**config.mk**
```make
export PLATFORM = sky130hd
export DESIGN_NAME = feedback_nibble_link_top
export DESIGN_NICKNAME = d
export VERILOG_FILES = /design/src/rtl/core/fnl_pkg.sv /design/src/rtl/core/fnl_queue.sv /design/src/rtl/core/fnl_ctrl.sv /design/src/rtl/core/feedback_nibble_link_top.sv
export SDC_FILE = /design/constraint.sdc
export NUM_CORES = 1
export LEC_CHECK = 0
export ABC_AREA = 1
export CAP_MARGIN = 15
export CORE_ASPECT_RATIO = 1.1
export CORE_MARGIN = 2
export CORE_UTILIZATION = 43
export DETAILED_ROUTE_END_ITERATION = 8
export DONT_BUFFER_PORTS = 1
export GPL_TIMING_DRIVEN = 0
export PLACE_DENSITY = 0.58
export SLEW_MARGIN = 15
export SYNTH_ARGS = -nofsm -noshare
export SYNTH_HDL_FRONTEND = slang
export SYNTH_SLANG_ARGS = --single-unit
```
**constraint.sdc**
```tcl
create_clock -name clk_i -period 2.65 [get_ports clk_i]
set_input_delay 0.1325 -clock clk_i [delete_from_list [all_inputs] [get_ports clk_i]]
set_output_delay 0.1325 -clock clk_i [all_outputs]
set_load 0.01 [all_outputs]
```
**src/rtl/core/fnl_pkg.sv**
```systemverilog
// Shared types, codes and byte-format helpers for the feedback nibble link.
`timescale 1ns / 1ps
package fnl_pkg;

  localparam int unsigned FNL_QUEUE_DEPTH = 16;

  localparam logic [7:0] ADDR_MAX = 8'd128;
  localparam logic [7:0] HALF_BIT = 8'b0000_1000;

  // configuration register indexes
  localparam logic [1:0] CFG_STATION_ADDR = 2'd0;
  localparam logic [1:0] CFG_MODULE_KIND  = 2'd1;
  localparam logic [1:0] CFG_REPEAT_COUNT = 2'd2;

  // item modes
  localparam logic [1:0] MODE_TICK  = 2'd0;
  localparam logic [1:0] MODE_SEND4 = 2'd1;
  localparam logic [1:0] MODE_SEND8 = 2'd2;

  // module kinds
  localparam logic [1:0] KIND_SWITCH   = 2'd1;
  localparam logic [1:0] KIND_FEEDBACK = 2'd2;

  typedef enum logic [2:0] {
    PH_UNSYNC    = 3'd0,
    PH_FB_NEED   = 3'd1,
    PH_FIRST     = 3'd2,
    PH_SECOND    = 3'd3,
    PH_CONNECTED = 3'd4
  } link_phase_e;

  typedef struct packed {
    logic       push;
    logic       pop;
    logic       flush;
    logic [7:0] wdata;
  } fnl_qcmd_t;

  // value bit 0 lands in byte bit 7
  function automatic logic [7:0] fnl_rev4(input logic [3:0] v);
    return {v[0], v[1], v[2], v[3], 4'b0000};
  endfunction

  // add type bits and force odd parity in bit 0
  function automatic logic [7:0] fnl_finish(input logic [7:0] v, input logic [1:0] kind);
    logic [7:0] b;
    b = v;
    if (kind == KIND_SWITCH) b[2] = 1'b1;
    if (kind == KIND_FEEDBACK) b[1] = 1'b1;
    b[0] = ~(^b[7:1]);
    return b;
  endfunction

endpackage

```
**src/rtl/core/fnl_queue.sv**
```systemverilog
// Byte FIFO: synchronous memory with head, tail and fill count.
`timescale 1ns / 1ps
module fnl_queue #(
  parameter int unsigned DEPTH = fnl_pkg::FNL_QUEUE_DEPTH,
  localparam int unsigned CntW = $clog2(DEPTH + 1)
) (
  input  logic                 clk_i,
  input  logic                 rst_ni,
  input  fnl_pkg::fnl_qcmd_t   cmd_i,
  output logic [CntW-1:0]      count_o,
  output logic [7:0]           rd_data_o
);
  import fnl_pkg::*;

  localparam int unsigned PtrW = $clog2(DEPTH);
  localparam logic [PtrW-1:0] PtrLast = PtrW'(DEPTH - 1);

  logic [7:0]      mem_q [DEPTH];
  logic [7:0]      rd_q;
  logic [PtrW-1:0] head_q, head_d, tail_q, tail_d;
  logic [CntW-1:0] count_q, count_d;

  always_comb begin
    head_d  = head_q;
    tail_d  = tail_q;
    count_d = count_q;
    if (cmd_i.flush) begin
      head_d  = '0;
      tail_d  = '0;
      count_d = '0;
    end else begin
      if (cmd_i.push) tail_d = (tail_q == PtrLast) ? '0 : tail_q + 1'b1;
      if (cmd_i.pop) head_d = (head_q == PtrLast) ? '0 : head_q + 1'b1;
      count_d = count_q + CntW'(cmd_i.push) - CntW'(cmd_i.pop);
    end
  end

  always_ff @(posedge clk_i or negedge rst_ni) begin
    if (!rst_ni) begin
      head_q  <= '0;
      tail_q  <= '0;
      count_q <= '0;
    end else begin
      head_q  <= head_d;
      tail_q  <= tail_d;
      count_q <= count_d;
    end
  end

  // read data holds until the next pop
  always_ff @(posedge clk_i) begin
    if (cmd_i.push) mem_q[tail_q] <= cmd_i.wdata;
    if (cmd_i.pop) rd_q <= mem_q[head_q];
  end

  assign count_o   = count_q;
  assign rd_data_o = rd_q;

  a_count_bound: assert property (@(posedge clk_i) disable iff (!rst_ni)
    count_q <= CntW'(DEPTH))
    else $error("queue count beyond depth");

  a_pop_nonempty: assert property (@(posedge clk_i) disable iff (!rst_ni)
    cmd_i.pop |-> count_q != '0)
    else $error("pop from empty queue");

  a_push_notfull: assert property (@(posedge clk_i) disable iff (!rst_ni)
    cmd_i.push |-> count_q != CntW'(DEPTH))
    else $error("push into full queue");

  a_flush_empties: assert property (@(posedge clk_i) disable iff (!rst_ni)
    cmd_i.flush |=> count_q == '0)
    else $error("flush left bytes queued");

endmodule

```
**src/rtl/core/fnl_ctrl.sv**
```systemverilog
// Link state machine, push sequencer, result stage and output register.
`timescale 1ns / 1ps
module fnl_ctrl #(
  parameter int unsigned DEPTH = fnl_pkg::FNL_QUEUE_DEPTH,
  localparam int unsigned CntW = $clog2(DEPTH + 1)
) (
  input  logic                 clk_i,
  input  logic                 rst_ni,
  input  logic                 cfg_we_i,
  input  logic [1:0]           cfg_idx_i,
  input  logic [7:0]           cfg_data_i,
  input  logic                 in_valid_i,
  output logic                 in_ready_o,
  input  logic [1:0]           in_mode_i,
  input  logic [7:0]           in_data_i,
  input  logic                 in_upper_i,
  input  logic                 in_sig_i,
  input  logic                 in_busy_i,
  output fnl_pkg::fnl_qcmd_t   qcmd_o,
  input  logic [CntW-1:0]      q_count_i,
  input  logic [7:0]           q_rd_data_i,
  output logic                 out_valid_o,
  input  logic                 out_ready_i,
  output logic                 out_tx_valid_o,
  output logic [7:0]           out_tx_byte_o,
  output logic [7:0]           out_tx_addr_o,
  output logic [2:0]           out_state_o,
  output logic                 out_fb_o,
  output logic [CntW-1:0]      out_level_o,
  output logic                 out_ovf_o,
  output logic                 out_cancel_o
);
  import fnl_pkg::*;

  logic [7:0] addr_q;
  logic [1:0] kind_q, rep_q;

  link_phase_e phase_q, phase_d;
  logic        fb_q, fb_d;

  logic [3:0] push_left_q, push_left_d;
  logic [7:0] push_lo_q, push_hi_q;
  logic       push_pair_q, push_sel_q, ovf_q;

  logic            b_valid_q, b_txv_q, b_fb_q, b_ovf_q, b_cancel_q;
  logic [7:0]      b_addr_q;
  link_phase_e     b_phase_q;
  logic [CntW-1:0] b_level_q;

  logic            o_valid_q, o_txv_q, o_fb_q, o_ovf_q, o_cancel_q;
  logic [7:0]      o_byte_q, o_addr_q;
  link_phase_e     o_phase_q;
  logic [CntW-1:0] o_level_q;

  logic b_move, b_load_ok, b_load, push_active, push_last, push_fire, push_ok;
  logic accept, is_tick, is_send4, is_send8, q_full, hand_ok;
  logic tick_pop, tick_flush;
  logic [7:0] lo_byte, hi_byte;
  logic [3:0] rep_n;

  assign b_move      = b_valid_q && (!o_valid_q || out_ready_i);
  assign b_load_ok   = !b_valid_q || b_move;
  assign push_active = push_left_q != 4'd0;
  assign push_last   = push_left_q == 4'd1;
  // no item enters while bytes are still being written
  assign in_ready_o  = !push_active && b_load_ok;
  assign accept      = in_valid_i && in_ready_o;
  assign is_tick     = accept && (in_mode_i == MODE_TICK);
  assign is_send4    = accept && (in_mode_i == MODE_SEND4);
  assign is_send8    = accept && (in_mode_i == MODE_SEND8);
  assign q_full      = q_count_i == CntW'(DEPTH);
  assign push_fire   = push_active && (!push_last || b_load_ok);
  assign push_ok     = push_fire && !q_full;
  assign hand_ok     = (q_count_i != '0) && !in_busy_i &&
                       (addr_q != 8'd0) && (addr_q <= ADDR_MAX);

  // link machine: outputs
  always_comb begin
    tick_pop   = 1'b0;
    tick_flush = 1'b0;
    if (is_tick) begin
      if (!in_sig_i) begin
        tick_flush = 1'b1;
      end else begin
        unique case (phase_q)
          PH_UNSYNC, PH_FB_NEED: tick_pop = 1'b0;
          default:               tick_pop = hand_ok;
        endcase
      end
    end
  end

  // link machine: next state
  always_comb begin
    phase_d = phase_q;
    fb_d    = fb_q;
    if (is_send8) fb_d = 1'b0;
    if (is_tick) begin
      if (!in_sig_i) begin
        phase_d = PH_UNSYNC;
      end else begin
        unique case (phase_q)
          PH_UNSYNC: begin
            phase_d = PH_FB_NEED;
            fb_d    = 1'b1;
          end
          PH_FB_NEED: if (!fb_q) phase_d = PH_FIRST;
          PH_FIRST:   if (tick_pop) phase_d = PH_SECOND;
          PH_SECOND:  if (tick_pop) phase_d = PH_CONNECTED;
          default:    phase_d = phase_q;
        endcase
      end
    end
  end

  assign lo_byte = fnl_finish(fnl_rev4(in_data_i[3:0]) |
                              {4'b0000, in_upper_i && is_send4, 3'b000}, kind_q);
  assign hi_byte = fnl_finish(fnl_rev4(in_data_i[7:4]) | HALF_BIT, kind_q);
  assign rep_n   = {2'b00, rep_q} + 4'd1;

  always_comb begin
    push_left_d = push_left_q;
    if (is_send4) push_left_d = rep_n;
    else if (is_send8) push_left_d = {rep_n[2:0], 1'b0};
    else if (push_fire) push_left_d = push_left_q - 4'd1;
  end

  assign qcmd_o.push  = push_ok;
  assign qcmd_o.pop   = tick_pop;
  assign qcmd_o.flush = tick_flush;
  assign qcmd_o.wdata = push_sel_q ? push_hi_q : push_lo_q;

  assign b_load = (push_fire && push_last) || (accept && !is_send4 && !is_send8);

  always_ff @(posedge clk_i or negedge rst_ni) begin
    if (!rst_ni) begin
      addr_q      <= 8'd0;
      kind_q      <= KIND_FEEDBACK;
      rep_q       <= 2'd0;
      phase_q     <= PH_UNSYNC;
      fb_q        <= 1'b0;
      push_left_q <= 4'd0;
      b_valid_q   <= 1'b0;
      o_valid_q   <= 1'b0;
    end else begin
      if (cfg_we_i) begin
        case (cfg_idx_i)
          CFG_STATION_ADDR: addr_q <= cfg_data_i;
          CFG_MODULE_KIND:  kind_q <= cfg_data_i[1:0];
          CFG_REPEAT_COUNT: rep_q  <= cfg_data_i[1:0];
          default:          addr_q <= addr_q;
        endcase
      end
      phase_q     <= phase_d;
      fb_q        <= fb_d;
      push_left_q <= push_left_d;
      b_valid_q   <= b_load || (b_valid_q && !b_move);
      o_valid_q   <= b_move || (o_valid_q && !out_ready_i);
    end
  end

  always_ff @(posedge clk_i) begin
    if (is_send4 || is_send8) begin
      push_lo_q   <= lo_byte;
      push_hi_q   <= hi_byte;
      push_pair_q <= is_send8;
      push_sel_q  <= 1'b0;
      ovf_q       <= 1'b0;
    end else if (push_fire) begin
      // alternate low and high nibble for eight-bit sends
      push_sel_q <= push_pair_q && !push_sel_q;
      ovf_q      <= ovf_q || q_full;
    end

    if (push_fire && push_last) begin
      b_txv_q    <= 1'b0;
      b_addr_q   <= 8'd0;
      b_phase_q  <= phase_q;
      b_fb_q     <= fb_q;
      b_level_q  <= q_count_i + CntW'(push_ok);
      b_ovf_q    <= ovf_q || q_full;
      b_cancel_q <= 1'b0;
    end else if (b_load) begin
      b_txv_q    <= tick_pop;
      b_addr_q   <= tick_pop ? addr_q : 8'd0;
      b_phase_q  <= phase_d;
      b_fb_q     <= fb_d;
      b_level_q  <= tick_flush ? '0 : q_count_i - CntW'(tick_pop);
      b_ovf_q    <= 1'b0;
      b_cancel_q <= tick_flush;
    end

    // queue read data arrives in the cycle after the pop
    if (b_move) begin
      o_txv_q    <= b_txv_q;
      o_byte_q   <= b_txv_q ? q_rd_data_i : 8'd0;
      o_addr_q   <= b_addr_q;
      o_phase_q  <= b_phase_q;
      o_fb_q     <= b_fb_q;
      o_level_q  <= b_level_q;
      o_ovf_q    <= b_ovf_q;
      o_cancel_q <= b_cancel_q;
    end
  end

  assign out_valid_o    = o_valid_q;
  assign out_tx_valid_o = o_txv_q;
  assign out_tx_byte_o  = o_byte_q;
  assign out_tx_addr_o  = o_addr_q;
  assign out_state_o    = o_phase_q;
  assign out_fb_o       = o_fb_q;
  assign out_level_o    = o_level_q;
  assign out_ovf_o      = o_ovf_q;
  assign out_cancel_o   = o_cancel_q;

  a_push_blocks_input: assert property (@(posedge clk_i) disable iff (!rst_ni)
    push_active |-> !in_ready_o)
    else $error("input accepted during push sequence");

  a_write_read_apart: assert property (@(posedge clk_i) disable iff (!rst_ni)
    qcmd_o.push |-> !qcmd_o.pop && !qcmd_o.flush)
    else $error("queue write overlaps read or flush");

  a_handoff_addr: assert property (@(posedge clk_i) disable iff (!rst_ni)
    o_valid_q && o_txv_q |-> (o_addr_q != 8'd0) && (o_addr_q <= ADDR_MAX))
    else $error("hand-off with address out of range");

endmodule

```
**src/rtl/core/feedback_nibble_link_top.sv**
```systemverilog
// Top level of the feedback nibble link transmitter.
`timescale 1ns / 1ps
// Feedback nibble link: each input beat is a tick (tuser mode 0), a send of four or
// eight feedback bits (mode 1 or 2) or ignored (mode 3); every input beat yields
// exactly one result beat. Sends format nibble bytes and write them into a byte FIFO
// held in a synchronous memory; ticks run the connection machine and pop the oldest
// byte to the serial sender. A tick or an ignored mode-3 beat is accepted every cycle
// unless a send is being written or the output stalls; its result passes the result
// stage and the output register. A send writes (repeat_count+1) bytes for four bits
// or 2*(repeat_count+1) bytes for eight bits, as the FIFO memory takes one write per
// cycle. The FIFO memory needs no clearing pass after reset. Configuration is
// written through cfg_we_i / cfg_idx_i / cfg_data_i while the block is idle.
module feedback_nibble_link_top #(
  parameter int unsigned QUEUE_DEPTH = fnl_pkg::FNL_QUEUE_DEPTH,
  localparam int unsigned CntW = $clog2(QUEUE_DEPTH + 1),
  localparam int unsigned OutFieldsW = 22 + CntW,
  localparam int unsigned OutW = ((OutFieldsW + 7) / 8) * 8
) (
  input  logic            clk_i,
  input  logic            rst_ni,
  input  logic            cfg_we_i,
  input  logic [1:0]      cfg_idx_i,
  input  logic [7:0]      cfg_data_i,
  input  logic            s_axis_tvalid,
  output logic            s_axis_tready,
  // data_value, upper_half, signal_ok, transmitter_busy, zero fill
  input  logic [15:0]     s_axis_tdata,
  // mode
  input  logic [1:0]      s_axis_tuser,
  output logic            m_axis_tvalid,
  input  logic            m_axis_tready,
  // tx_byte, tx_address, link_state, feedback_wanted, queue_level, overflow,
  // cancel_pending, zero fill
  output logic [OutW-1:0] m_axis_tdata,
  // tx_valid
  output logic            m_axis_tuser
);
  import fnl_pkg::*;

  fnl_qcmd_t       qcmd;
  logic [CntW-1:0] q_count, out_level;
  logic [7:0]      q_rd_data, out_byte, out_addr;
  logic [2:0]      out_state;
  logic            out_fb, out_ovf, out_cancel;

  fnl_ctrl #(.DEPTH(QUEUE_DEPTH)) u_ctrl (
    .clk_i          (clk_i),
    .rst_ni         (rst_ni),
    .cfg_we_i       (cfg_we_i),
    .cfg_idx_i      (cfg_idx_i),
    .cfg_data_i     (cfg_data_i),
    .in_valid_i     (s_axis_tvalid),
    .in_ready_o     (s_axis_tready),
    .in_mode_i      (s_axis_tuser),
    .in_data_i      (s_axis_tdata[7:0]),
    .in_upper_i     (s_axis_tdata[8]),
    .in_sig_i       (s_axis_tdata[9]),
    .in_busy_i      (s_axis_tdata[10]),
    .qcmd_o         (qcmd),
    .q_count_i      (q_count),
    .q_rd_data_i    (q_rd_data),
    .out_valid_o    (m_axis_tvalid),
    .out_ready_i    (m_axis_tready),
    .out_tx_valid_o (m_axis_tuser),
    .out_tx_byte_o  (out_byte),
    .out_tx_addr_o  (out_addr),
    .out_state_o    (out_state),
    .out_fb_o       (out_fb),
    .out_level_o    (out_level),
    .out_ovf_o      (out_ovf),
    .out_cancel_o   (out_cancel)
  );

  fnl_queue #(.DEPTH(QUEUE_DEPTH)) u_queue (
    .clk_i     (clk_i),
    .rst_ni    (rst_ni),
    .cmd_i     (qcmd),
    .count_o   (q_count),
    .rd_data_o (q_rd_data)
  );

  assign m_axis_tdata = OutW'({out_cancel, out_ovf, out_level, out_fb, out_state,
                               out_addr, out_byte});

endmodule

```
==> summary.md, run 1 <==
| Metric | Value |
|---|---|
| Switch share | `33.13%` |
| Ys Warns | `0` |
| Initial antenna violation count | `0` |
| Vias in the first global route | `5999` |
| Maximum vdd drop | `0.0006010 V` |
| Most Crowded Layer GR | `met2` |
| Ant diodes | `0` |
| Pwr/cell area | `1098 nW/um^2` |
| Final Cycle Share | `93.94%` |
| Post-DP HPWL | `14340 um` |
| Synthesis-to-finish area growth | `17.99%` |
| Hold Crit Depth | `3` |
| Routing usage on met3 | `2.893%` |
| Req. time, crit path | `2800 ps` |
| Final nets | `942` |
| Drt pass-1 iters | `5` |
| Psw | `4.183 mW` |
| Largest net degree at the start of global routing | `36` |
| FF+latch area | `6763 um^2` |
| # clock sinks | `235` |
| #FFs+latches synth | `235` |
| Area of the multi-input gates | `2605 um^2` |
| RD Place Congestion | `0.8324` |
| Final setup viols | `0` |
| Status | `completed` |
| Inst Count DP | `1122` |
| Max-slew violations | `0` |
| CTS clock-pin slew for the worst setup and hold paths | `60 ps` |
| # H-tree levels | `1` |
| Actual slew at the worst max-slew pin | `955.2 ps` |
| HP Class | `in2reg` |
| Via-to-Cell Ratio | `5.148` |
| Initial drt markers | `453` |
| Met2 Usage GRT | `29.58%` |
| Async SR Flop Fraction | `14.89%` |
| Post-place setup slack | `-19.69 ps` |
| Hold Crit Start | `cfg_we_i` |
| Fmax | `401.7 MHz` |
| Synth top area share | `57.90%` |
| Final Hold Vio Count | `0` |
| RSZ-0062 raised after global routing | `true` |
| Hold path endpoint | `u_ctrl.addr_q[5]` |
| Static leakage | `4.452 nW` |
| Ys flop type | `edfxtp_1` |
| Kind of critical path | `reg2reg` |
| CTS tree | `yes` |
| GRT met1 Usage | `25.84%` |
| Post-route cell area | `11500 um^2` |
| Routed WL | `21410 um` |
| Hold WS | `11.89 ps` |
| DRC Markers | `0` |
| Leading area contributor after synthesis | `edfxtp_1` |
| Reg2Reg Depth | `9` |
| CP Capture Type | `flop` |
| Commonest cells post-synth | `edfxtp_1 (188), nand2_1 (144), nor2_1 (83)` |
| DR vias | `6203` |
| GRT overflow | `0` |
| Filler cells | `1941` |
| Worst R2R Setup Slack | `160 ps` |
| Die height | `161.9 um` |
| Clock network fraction of design power | `29.6%` |
| Sequential cell area fraction in the yosys report | `69.36%` |
| Mapped Cells | `822` |
| Post-Route Setup TNS | `0 ps` |
| Post-synthesis cell type count | `42` |
| Global-route usage over all layers | `18.36%` |
| Number of core rows | `57` |
| Skew-Pair Late Insertion Delay | `520 ps` |
| Clock Root Buffer | `clkbuf_16` |
| First-pass GRT wire length | `33620 um` |
| Starting density of the core | `43.96%` |
| Fin cells | `1205` |
| Final WS setup | `160.6 ps` |
| Most area-consuming cells after synthesis | `edfxtp_1 (58%), dfrtp_1 (8.7%), nand2_1 (5.5%)` |
| Logic pwr share | `27.9%` |
| IO Port Bufs | `0` |
| Die Width | `147.6 um` |
| Die area | `23900 um^2` |
| CTS Buffer Depth | `3` |
| Num CTS Buffers | `25` |
| Post-route ant nets | `0` |
| Cell Area, Synth | `9751 um^2` |
| Slew HR | `36.32%` |
| Dpl cell area | `10170 um^2` |
| Worst r2r src | `u_ctrl.push_left_q[0]` |
| Most common cell in the synthesized netlist | `edfxtp_1` |
| Worst Skew | `9.149 ps` |
| Arr. time, crit path | `2640 ps` |
| Core area | `22180 um^2` |
| Max cap viols | `0` |
| CP max FO | `8` |
| IO Pins | `68` |
| EDFF count, synth | `188` |
| Reg2reg end | `u_queue.mem_q[8][1]` |
| Internal Power | `8.444 mW` |
| Share of cells above drive strength 1 | `12.64%` |
| Final min period | `2489 ps` |
| Mean post-synth cell area | `11.86 um^2` |
| CP startpoint kind | `flop` |
| Seq pwr share | `42.5%` |
| WL per Instance | `17.76 um` |
[power groups by stage]
stage / sequential [mW] / combinational [mW] / clock, mW
after floorplan: 5.35 / 2.29 / 0
after detailed placement: 5.44 / 3.35 / 0
final: 5.37 / 3.52 / 3.74
after global placement: 5.43 / 3.26 / 0
after global routing: 5.44 / 3.93 / 3.96
after CTS: 5.37 / 3.45 / 3.82
[layout by cell type (no fill, tap or decap), drive strengths merged, types with 12 or more instances in the layout]
| cell type | Yosys | routed |
|---|---|---|
| edfxtp | 188 | 188 |
| nand2 | 152 | 152 |
| nor2 | 86 | 86 |
| o21ai | 75 | 75 |
| inv | 66 | 67 |
| nand3 | 54 | 54 |
| clkbuf | 15 | 46 |
| dfrtp | 34 | 34 |
| a21oi | 33 | 33 |
| dlygate4sd3 | 0 | 32 |
| buf | 22 | 29 |
| ha | 17 | 17 |
| dfxtp | 12 | 12 |
[worst max-delay path, stage by stage (launching register included)]
cell	delay [ps]
dfrtp_1	400
inv_1	90
ha_1	220
inv_2	100
nor2_8	50
a21oi_4	150
nand2_2	110
inv_4	120
nand2_1	180
nor2_1	680
[how the worst max path moves through the flow]
| stage | startpoint | to | slack (ps) | cells past startpoint |
|---|---|---|---|---|
| detailed placement | u_ctrl.push_left_q[0] | u_queue.mem_q[8][0] | -20 | 9 |
| floorplan | u_ctrl.out_valid_o | u_ctrl.out_cancel_o | 360 | 1 |
| CTS | u_ctrl.push_left_q[0] | u_queue.mem_q[8][3] | -50 | 9 |
| global placement | u_ctrl.out_valid_o | u_ctrl.out_tx_byte_o[5] | -260 | 1 |
| global route | u_ctrl.push_left_q[0] | u_queue.mem_q[8][3] | -50 | 9 |
| finish | u_ctrl.push_left_q[0] | u_queue.mem_q[8][1] | 160 | 9 |
[sequential cells by signal, indices dropped and copies added (netlist names), 5 cells and up]
| signal | flops |
|---|---|
| u_queue.mem_q | 128 |
| u_ctrl.addr_q | 8 |
| u_ctrl.b_addr_q | 8 |
| u_ctrl.out_tx_addr_o | 8 |
| u_ctrl.out_tx_byte_o | 8 |
| u_ctrl.push_lo_q | 8 |
| u_queue.rd_data_o | 8 |
| u_ctrl.b_level_q | 5 |
| u_ctrl.out_level_o | 5 |
| u_ctrl.push_hi_q | 5 |
| u_queue.count_o | 5 |
[per-layer routing]
layer / vias to the layer above / part of all wire, %
met4: 0 / 2.3
li1: 3002 / -
met1: 2960 / 44
met5: - / 0
met3: 35 / 6.3
met2: 206 / 47
[final cells by class]
cell class | count | share of cell area (%)
Timing Repair Buffer | 39 | 3.524
Tap cell | 295 | 3.208
Buffer | 37 | 1.729
Sequential cell | 235 | 58.78
Clock buffer | 31 | 6.069
Multi-Input combinational cell | 486 | 22.64
Inverter | 68 | 2.306
Clock inverter | 14 | 1.740
[logic make-up (layout without fill, tap and decap cells)]
logic type | Yosys count | after routing | synth area share (%)
and+or+nand+nor | 307 | 307 | 13.97
DFF | 235 | 235 | 69.36
AOI/OAI and AO/OA | 139 | 139 | 8.161
buffers and inverters | 105 | 189 | 4.671
xor gates and xnor gates | 18 | 18 | 1.617
adders and majority gates | 17 | 17 | 2.181
other | 1 | 5 | 0.03846
[stage by stage]
step | power [mW] | utilization, %
global placement | 8.691 | 45.69
floorplan | 7.632 | -
finish | 12.63 | 51.87
detailed placement | 8.791 | 45.87
CTS | 12.63 | 51.54
global route | 13.33 | 51.87
[repair_timing]
item,CTS,global route
resized for setup,8,9
endpoints found under the hold margin,68,0
pin swaps,0,2
hold buffers,33,0
setup endpoints to repair,73,69
setup buffers,0,5
(Power assumes the default switching activity.)
==> inputs of run 2 (changes only) <==
--- a/config.mk
+++ b/config.mk
@@ -14,6 +14,7 @@
 export DONT_BUFFER_PORTS = 1
 export GPL_TIMING_DRIVEN = 0
 export PLACE_DENSITY = 0.58
+export RECOVER_POWER = 50
 export SLEW_MARGIN = 15
 export SYNTH_ARGS = -nofsm -noshare
 export SYNTH_HDL_FRONTEND = slang
==> summary.md, run 2 (synthesis gave the netlist of run 1 again) <==
| Metric | Value |
|---|---|
| GRT met1 Usage | `25.84% (unchanged)` |
| Global-route usage over all layers | `18.36% (unchanged)` |
| Pwr/cell area | `1100 nW/um^2 (+0.19%)` |
| CTS tree | `yes` |
| Switch share | `33.17% (+0.039 points)` |
| Core area | `22180 um^2 (unchanged)` |
| Routing usage on met3 | `2.893% (unchanged)` |
| CP max FO | `8 (unchanged)` |
| RSZ-0062 raised after global routing | `true` |
| GRT overflow | `0 (unchanged)` |
| Final setup viols | `0 (unchanged)` |
| Post-Route Setup TNS | `0 ps (unchanged)` |
| Post-DP HPWL | `14340 um (unchanged)` |
| Logic pwr share | `27.7% (-0.2 points)` |
| Final WS setup | `155.8 ps (-4.749 ps)` |
| RD Place Congestion | `0.8324 (unchanged)` |
| Dpl cell area | `10170 um^2 (unchanged)` |
| Final Cycle Share | `94.12% (+0.18 points)` |
| Kind of critical path | `reg2reg` |
| Num CTS Buffers | `25 (unchanged)` |
| Psw | `4.177 mW (-0.14%)` |
| Slew HR | `-42.07% (-78 points)` |
| Actual slew at the worst max-slew pin | `2131 ps (+1176 ps)` |
| CP Capture Type | `flop` |
| Max-slew violations | `36 (+36)` |
| Die height | `161.9 um (unchanged)` |
| Largest net degree at the start of global routing | `36 (unchanged)` |
| IO Port Bufs | `0 (unchanged)` |
| Hold WS | `14.44 ps (+2.551 ps)` |
| Initial drt markers | `437 (-3.5%)` |
| Seq pwr share | `42.6% (about the same)` |
| Biggest register | `u_queue.mem_q` |
| Met2 Usage GRT | `29.58% (unchanged)` |
| First-pass GRT wire length | `33620 um (unchanged)` |
| Status | `finished, violations left` |
| Post-place setup slack | `-19.69 ps (unchanged)` |
| Max cap viols | `1 (+1)` |
| Drt pass-1 iters | `5 (unchanged)` |
| # clock sinks | `235 (unchanged)` |
| Final Hold Vio Count | `0 (unchanged)` |
| Skew-Pair Late Insertion Delay | `520 ps (about the same)` |
| Vias in the first global route | `5999 (unchanged)` |
| Fin cells | `1205 (unchanged)` |
| # H-tree levels | `1 (unchanged)` |
| DR vias | `6187 (-0.26%)` |
| Max reg flops | `128 (unchanged)` |
| Initial antenna violation count | `0 (unchanged)` |
| Worst Skew | `8.259 ps (-0.8897 ps)` |
| Arr. time, crit path | `2640 ps (about the same)` |
| Inst Count DP | `1122 (unchanged)` |
| Number of core rows | `57 (unchanged)` |
| CTS clock-pin slew for the worst setup and hold paths | `60 ps (about the same)` |
| Worst R2R Setup Slack | `160 ps (about the same)` |
| Die area | `23900 um^2 (unchanged)` |
| Routed WL | `21420 um (about the same)` |
| Failing checks | `capacitance limit, slew limit` |
| Req. time, crit path | `2790 ps (about the same)` |
| HP Class | `in2reg` |
| Post-route cell area | `11450 um^2 (-0.45%)` |
| Internal Power | `8.417 mW (-0.32%)` |
| Static leakage | `4.421 nW (-0.69%)` |
| Via-to-Cell Ratio | `5.134 (-0.26%)` |
| Commonest non-fill, non-tap cell in the layout | `edfxtp_1` |
| Final nets | `942 (unchanged)` |
| Most frequent cells in the layout | `edfxtp_1 (188), nand2_1 (144), nor2_1 (75), o21ai_0 (68), inv_1 (59)` |
| CP startpoint kind | `flop` |
| Share of cells above drive strength 1 | `11.87% (-0.77 points)` |
| CTS Buffer Depth | `3 (unchanged)` |
| Die Width | `147.6 um (unchanged)` |
| Most Crowded Layer GR | `met2` |
| Filler cells | `1953 (+0.62%)` |
| Ant diodes | `0 (unchanged)` |
| Starting density of the core | `43.96% (unchanged)` |
| Clock network fraction of design power | `29.7% (about the same)` |
| Fmax | `400.9 MHz (-0.19%)` |
| DRC Markers | `0 (unchanged)` |
| IO Pins | `68 (unchanged)` |
| WL per Instance | `17.78 um (about the same)` |
| Final min period | `2494 ps (+4.749 ps)` |
| Synthesis-to-finish area growth | `17.46%` |
| Maximum vdd drop | `0.0005997 V (-0.22%)` |
| Post-route ant nets | `0 (unchanged)` |
| Clock Root Buffer | `clkbuf_16` |
-- run 2: cell count changes in the layout (fill, tap and decap cells not counted) --
cell      previous run  this run
buf_12               1         0
dfstp_1              0         1
buf_4               15        12
buf_16               1         0
or2_2                1         0
or2_0                1         2
dfstp_2              1         0
clkbuf_1            15        20
-- run 2: worst paths after layout --
check,depth (start not counted),to,start
setup / recovery,9,u_queue.mem_q[8][1],u_ctrl.push_left_q[0]
hold / removal,3,u_ctrl.addr_q[5],cfg_we_i
setup reg to reg,9,u_queue.mem_q[8][1],u_ctrl.push_left_q[0]
hold reg to reg,0,u_ctrl.out_state_o[1],u_ctrl.b_phase_q[1]
max in group asynchronous,2,u_queue.count_o[1],rst_ni
min in group asynchronous,2,u_ctrl.out_valid_o,rst_ni
-- run 2: through the flow --
| step | total power, mW | utilization, % |
|---|---|---|
| 6_report | 12.59 | 51.64 |
| 5_1_grt | 13.30 | 51.64 |
| 4_1_cts | 12.63 | 51.54 |
| 3_5_place_dp | 8.791 | 45.87 |
| 3_3_place_gp | 8.691 | 45.69 |
| 2_1_floorplan | 7.632 | - |
-- run 2: power groups by stage --
stage          sequential, mW  combinational [mW]  clock, mW
2_1_floorplan            5.35                2.29          0
3_3_place_gp             5.43                3.26          0
3_5_place_dp             5.44                3.35          0
4_1_cts                  5.37                3.45       3.82
5_1_grt                  5.45                3.90       3.96
6_report                 5.37                3.49       3.73
-- run 2: metal layers --
| layer | wire length (um) | part of all wire (%) |
|---|---|---|
| met1 | 9547 | 45 |
| met2 | 10140 | 47 |
| met3 | 1260 | 5.9 |
| met5 | 0 | 0 |
| met4 | 469 | 2.2 |
-- run 2: repair_timing --
item	4_1_cts	5_1_grt
resized for setup	8	9
pin swaps	0	2
cloned	0	0
buffers inserted	0	5
setup endpoints to repair	73	69
hold buffers	33	0
endpoints found under the hold margin	68	0
-- run 2: area by class of cell --
type,count,area (um^2),share of cell area (%)
multi-input cells,486,2605,22.74
clock inverters,14,200.2,1.748
well taps,295,369.1,3.223
inverters,68,265.3,2.316
flip-flops and latches,235,6763,59.05
clock buffers,31,698.2,6.096
repair buffers,39,365.4,3.190
plain buffers,37,187.7,1.639
-- run 2: worst max-delay path, stage by stage (launching register included) --
cell and delay (ps):
dfrtp_1 400, inv_1 90, ha_1 220, inv_2 100, nor2_8 50, a21oi_4 150
nand2_2 110, inv_4 120, nand2_1 180, nor2_1 680
==> inputs of run 3 (changes only) <==
--- a/config.mk
+++ b/config.mk
@@ -8,7 +8,6 @@
 export ABC_AREA = 1
 export CAP_MARGIN = 15
 export CORE_ASPECT_RATIO = 1.1
-export CORE_MARGIN = 2
 export CORE_UTILIZATION = 43
 export DETAILED_ROUTE_END_ITERATION = 8
 export DONT_BUFFER_PORTS = 1
==> constraint.sdc (replaced) <==
create_clock -name clk_i -period 3.2 [get_ports clk_i]
set_input_delay 0.48 -clock clk_i [delete_from_list [all_inputs] [get_ports clk_i]]
set_output_delay 0.48 -clock clk_i [all_outputs]
set_load 0.01 [all_outputs]
==> summary.md, run 3 (synthesis gave the netlist of run 1 again) <==
| Metric | Value |
|---|---|
| Worst r2r src | `u_ctrl.push_left_q[0]` |
| Routed WL | `20920 um (-2.4%)` |
| WL per Instance | `17.91 um (+0.73%)` |
| Met2 Usage GRT | `30.38% (+0.80 points)` |
| Most frequent cells in the layout | `edfxtp_1 (188), nand2_1 (144), nor2_1 (83), o21ai_0 (68), inv_1 (60)` |
| IO Pins | `68 (unchanged)` |
| Status | `finished, violations left` |
| CTS tree | `yes` |
| Actual slew at the worst max-slew pin | `2129 ps (-2.094 ps)` |
| Die area | `23280 um^2 (-2.6%)` |
| Max cap viols | `1 (unchanged)` |
| Most Crowded Layer GR | `met2` |
| Drt pass-1 iters | `6 (+1)` |
| FF+latch area | `6763 um^2 (unchanged)` |
| GRT met1 Usage | `25.56% (-0.28 points)` |
| Final min period | `2741 ps (+246.8 ps)` |
| Worst Skew | `21.13 ps (+12.87 ps)` |
| Dpl cell area | `10170 um^2 (unchanged)` |
| Clock network fraction of design power | `27.1% (-2.6 points)` |
| IO Port Bufs | `0 (unchanged)` |
| Seq pwr share | `45.0% (+2.4 points)` |
| Starting density of the core | `43.96% (unchanged)` |
| CP Capture Type | `flop` |
| RSZ-0062 raised after global routing | `false` |
| DR vias | `6041 (-2.4%)` |
| Skew-Pair Late Insertion Delay | `520 ps (about the same)` |
| Internal Power | `6.484 mW (-23%)` |
| DRC Markers | `0 (unchanged)` |
| Final setup viols | `0 (unchanged)` |
| Post-place setup slack | `471.7 ps (+491.4 ps)` |
| Max reg flops | `128 (unchanged)` |
| Filler cells | `2013 (+3.1%)` |
| Switch share | `34.40% (+1.2 points)` |
| Hold Crit Start | `s_axis_tdata[3]` |
| Post-route cell area | `10890 um^2 (-4.9%)` |
| Final Cycle Share | `85.65% (-8.5 points)` |
| Die Width | `145.6 um (-1.4%)` |
| Global-route usage over all layers | `18.51% (+0.15 points)` |
| Share of cells above drive strength 1 | `9.507% (-2.4 points)` |
| Final Hold Vio Count | `0 (unchanged)` |
| Psw | `3.401 mW (-19%)` |
| CP max FO | `8 (unchanged)` |
| Arr. time, crit path | `2880 ps (+240 ps)` |
| GRT overflow | `0 (unchanged)` |
| Post-Route Setup TNS | `0 ps (unchanged)` |
| Via-to-Cell Ratio | `5.172 (+0.73%)` |
| Synthesis-to-finish area growth | `11.72%` |
| Routing usage on met3 | `2.686% (-0.21 points)` |
| First-pass GRT wire length | `32780 um (-2.5%)` |
| Maximum vdd drop | `0.0005831 V (-2.8%)` |
| Static leakage | `4.186 nW (-5.3%)` |
| Fmax | `364.8 MHz (-9.0%)` |
| Largest net degree at the start of global routing | `36 (unchanged)` |
| Req. time, crit path | `3340 ps (+550 ps)` |
| Num CTS Buffers | `25 (unchanged)` |
| Initial antenna violation count | `0 (unchanged)` |
| Commonest non-fill, non-tap cell in the layout | `edfxtp_1` |
| Hold WS | `52.02 ps (+37.57 ps)` |
| Max-slew violations | `36 (unchanged)` |
| Area of the multi-input gates | `2547 um^2 (-2.2%)` |
| Slew HR | `-41.93% (+0.14 points)` |
| Core area | `22180 um^2 (unchanged)` |
| Failing checks | `capacitance limit, slew limit` |
| Logic pwr share | `27.9% (+0.2 points)` |
| CP startpoint kind | `flop` |
| Post-DP HPWL | `14150 um (-1.4%)` |
| Die height | `159.9 um (-1.2%)` |
| # H-tree levels | `1 (unchanged)` |
| Ant diodes | `0 (unchanged)` |
| Post-route ant nets | `0 (unchanged)` |
| Final WS setup | `459.1 ps (+303.2 ps)` |
| Worst R2R Setup Slack | `460 ps (+300 ps)` |
| CTS Buffer Depth | `3 (unchanged)` |
| # clock sinks | `235 (unchanged)` |
| Vias in the first global route | `5889 (-1.8%)` |
| Kind of critical path | `reg2reg` |
| HP Class | `in2reg` |
| Initial drt markers | `387 (-11%)` |
| Final nets | `906 (-3.8%)` |
| CTS clock-pin slew for the worst setup and hold paths | `60 ps (about the same)` |
| Clock Root Buffer | `clkbuf_16` |
| Worst Setup SP | `u_ctrl.push_left_q[0]` |
| Biggest register | `u_queue.mem_q` |
| Pwr/cell area | `907.4 nW/um^2 (-17%)` |
| Post-CTS Setup Bufs | `0 (unchanged)` |
| Number of core rows | `57 (unchanged)` |
| RD Place Congestion | `0.8397 (+0.88%)` |
==> run 3: cell types whose count changed in the layout (fill, tap and decap cells not counted), moves of 2 or more <==
cell	previous run	this run
buf_4	12	7
clkbuf_8	5	1
clkinv_1	2	5
nor2_2	8	1
nor2_1	75	83
clkbuf_1	20	24
bufinv_16	5	1
a21oi_4	2	0
dlygate4sd3_1	32	1
==> run 3: power groups by stage <==
stage	Clock (mW)	Sequential (mW)	Combinational, mW
after floorplan	0	4.43	1.89
after global placement	0	4.49	2.70
after detailed placement	0	4.51	2.77
after CTS	2.74	4.45	2.80
after global routing	2.85	4.50	3.08
final	2.68	4.44	2.76
==> run 3: layer usage <==
layer  share of wire [%]  vias to the layer above
met1                  45                     2910
met3                 5.8                       33
met5                   0                        -
met2                  47                      173
met4                 2.0                        0
li1                    -                     2925
==> run 3: per-stage QoR <==
stage / std cells / power (mW) / utilization [%]
final: 1168 / 9.884 / 49.11
after global routing: 1168 / 10.43 / 49.11
after CTS: 1168 / 9.990 / 49.39
after detailed placement: 1122 / 7.280 / 45.87
after global placement: 1121 / 7.197 / 45.69
after floorplan: 826 / 6.321 / -
==> run 3: final cells by class <==
type	count	area share, %
Sequential cell	235	62.08
Multi-Input combinational cell	486	23.39
Clock buffer	31	6.042
Tap cell	295	3.388
Inverter	68	2.355
Buffer	37	1.723
Clock inverter	13	0.8615
Timing Repair Buffer	3	0.1608
==> run 3: worst max-delay path, cell delays in order (launching register included) <==
cell and delay, ps:
dfrtp_1 420, inv_1 100, ha_1 220, inv_1 140, nor2_8 60, a21oi_2 220, nand2_2 120, clkinv_2 130
nand2_1 180, nor2_1 750
==> run 3: what timing repair did <==
action | in CTS | in global routing
gates resized for setup | 0 | 0
hold buffers | 2 | 0
hold endpoints to repair | 35 | 0
==> run 3: worst paths after layout <==
check	endpoint	cells after the start
min in group asynchronous	u_ctrl.push_left_q[3]	2
hold / removal	u_ctrl.push_lo_q[4]	0
setup / recovery	u_queue.mem_q[13][5]	9
hold reg to reg	u_ctrl.out_level_o[3]	0
setup reg to reg	u_queue.mem_q[13][5]	9
max in group asynchronous	u_queue.head_q[2]	2
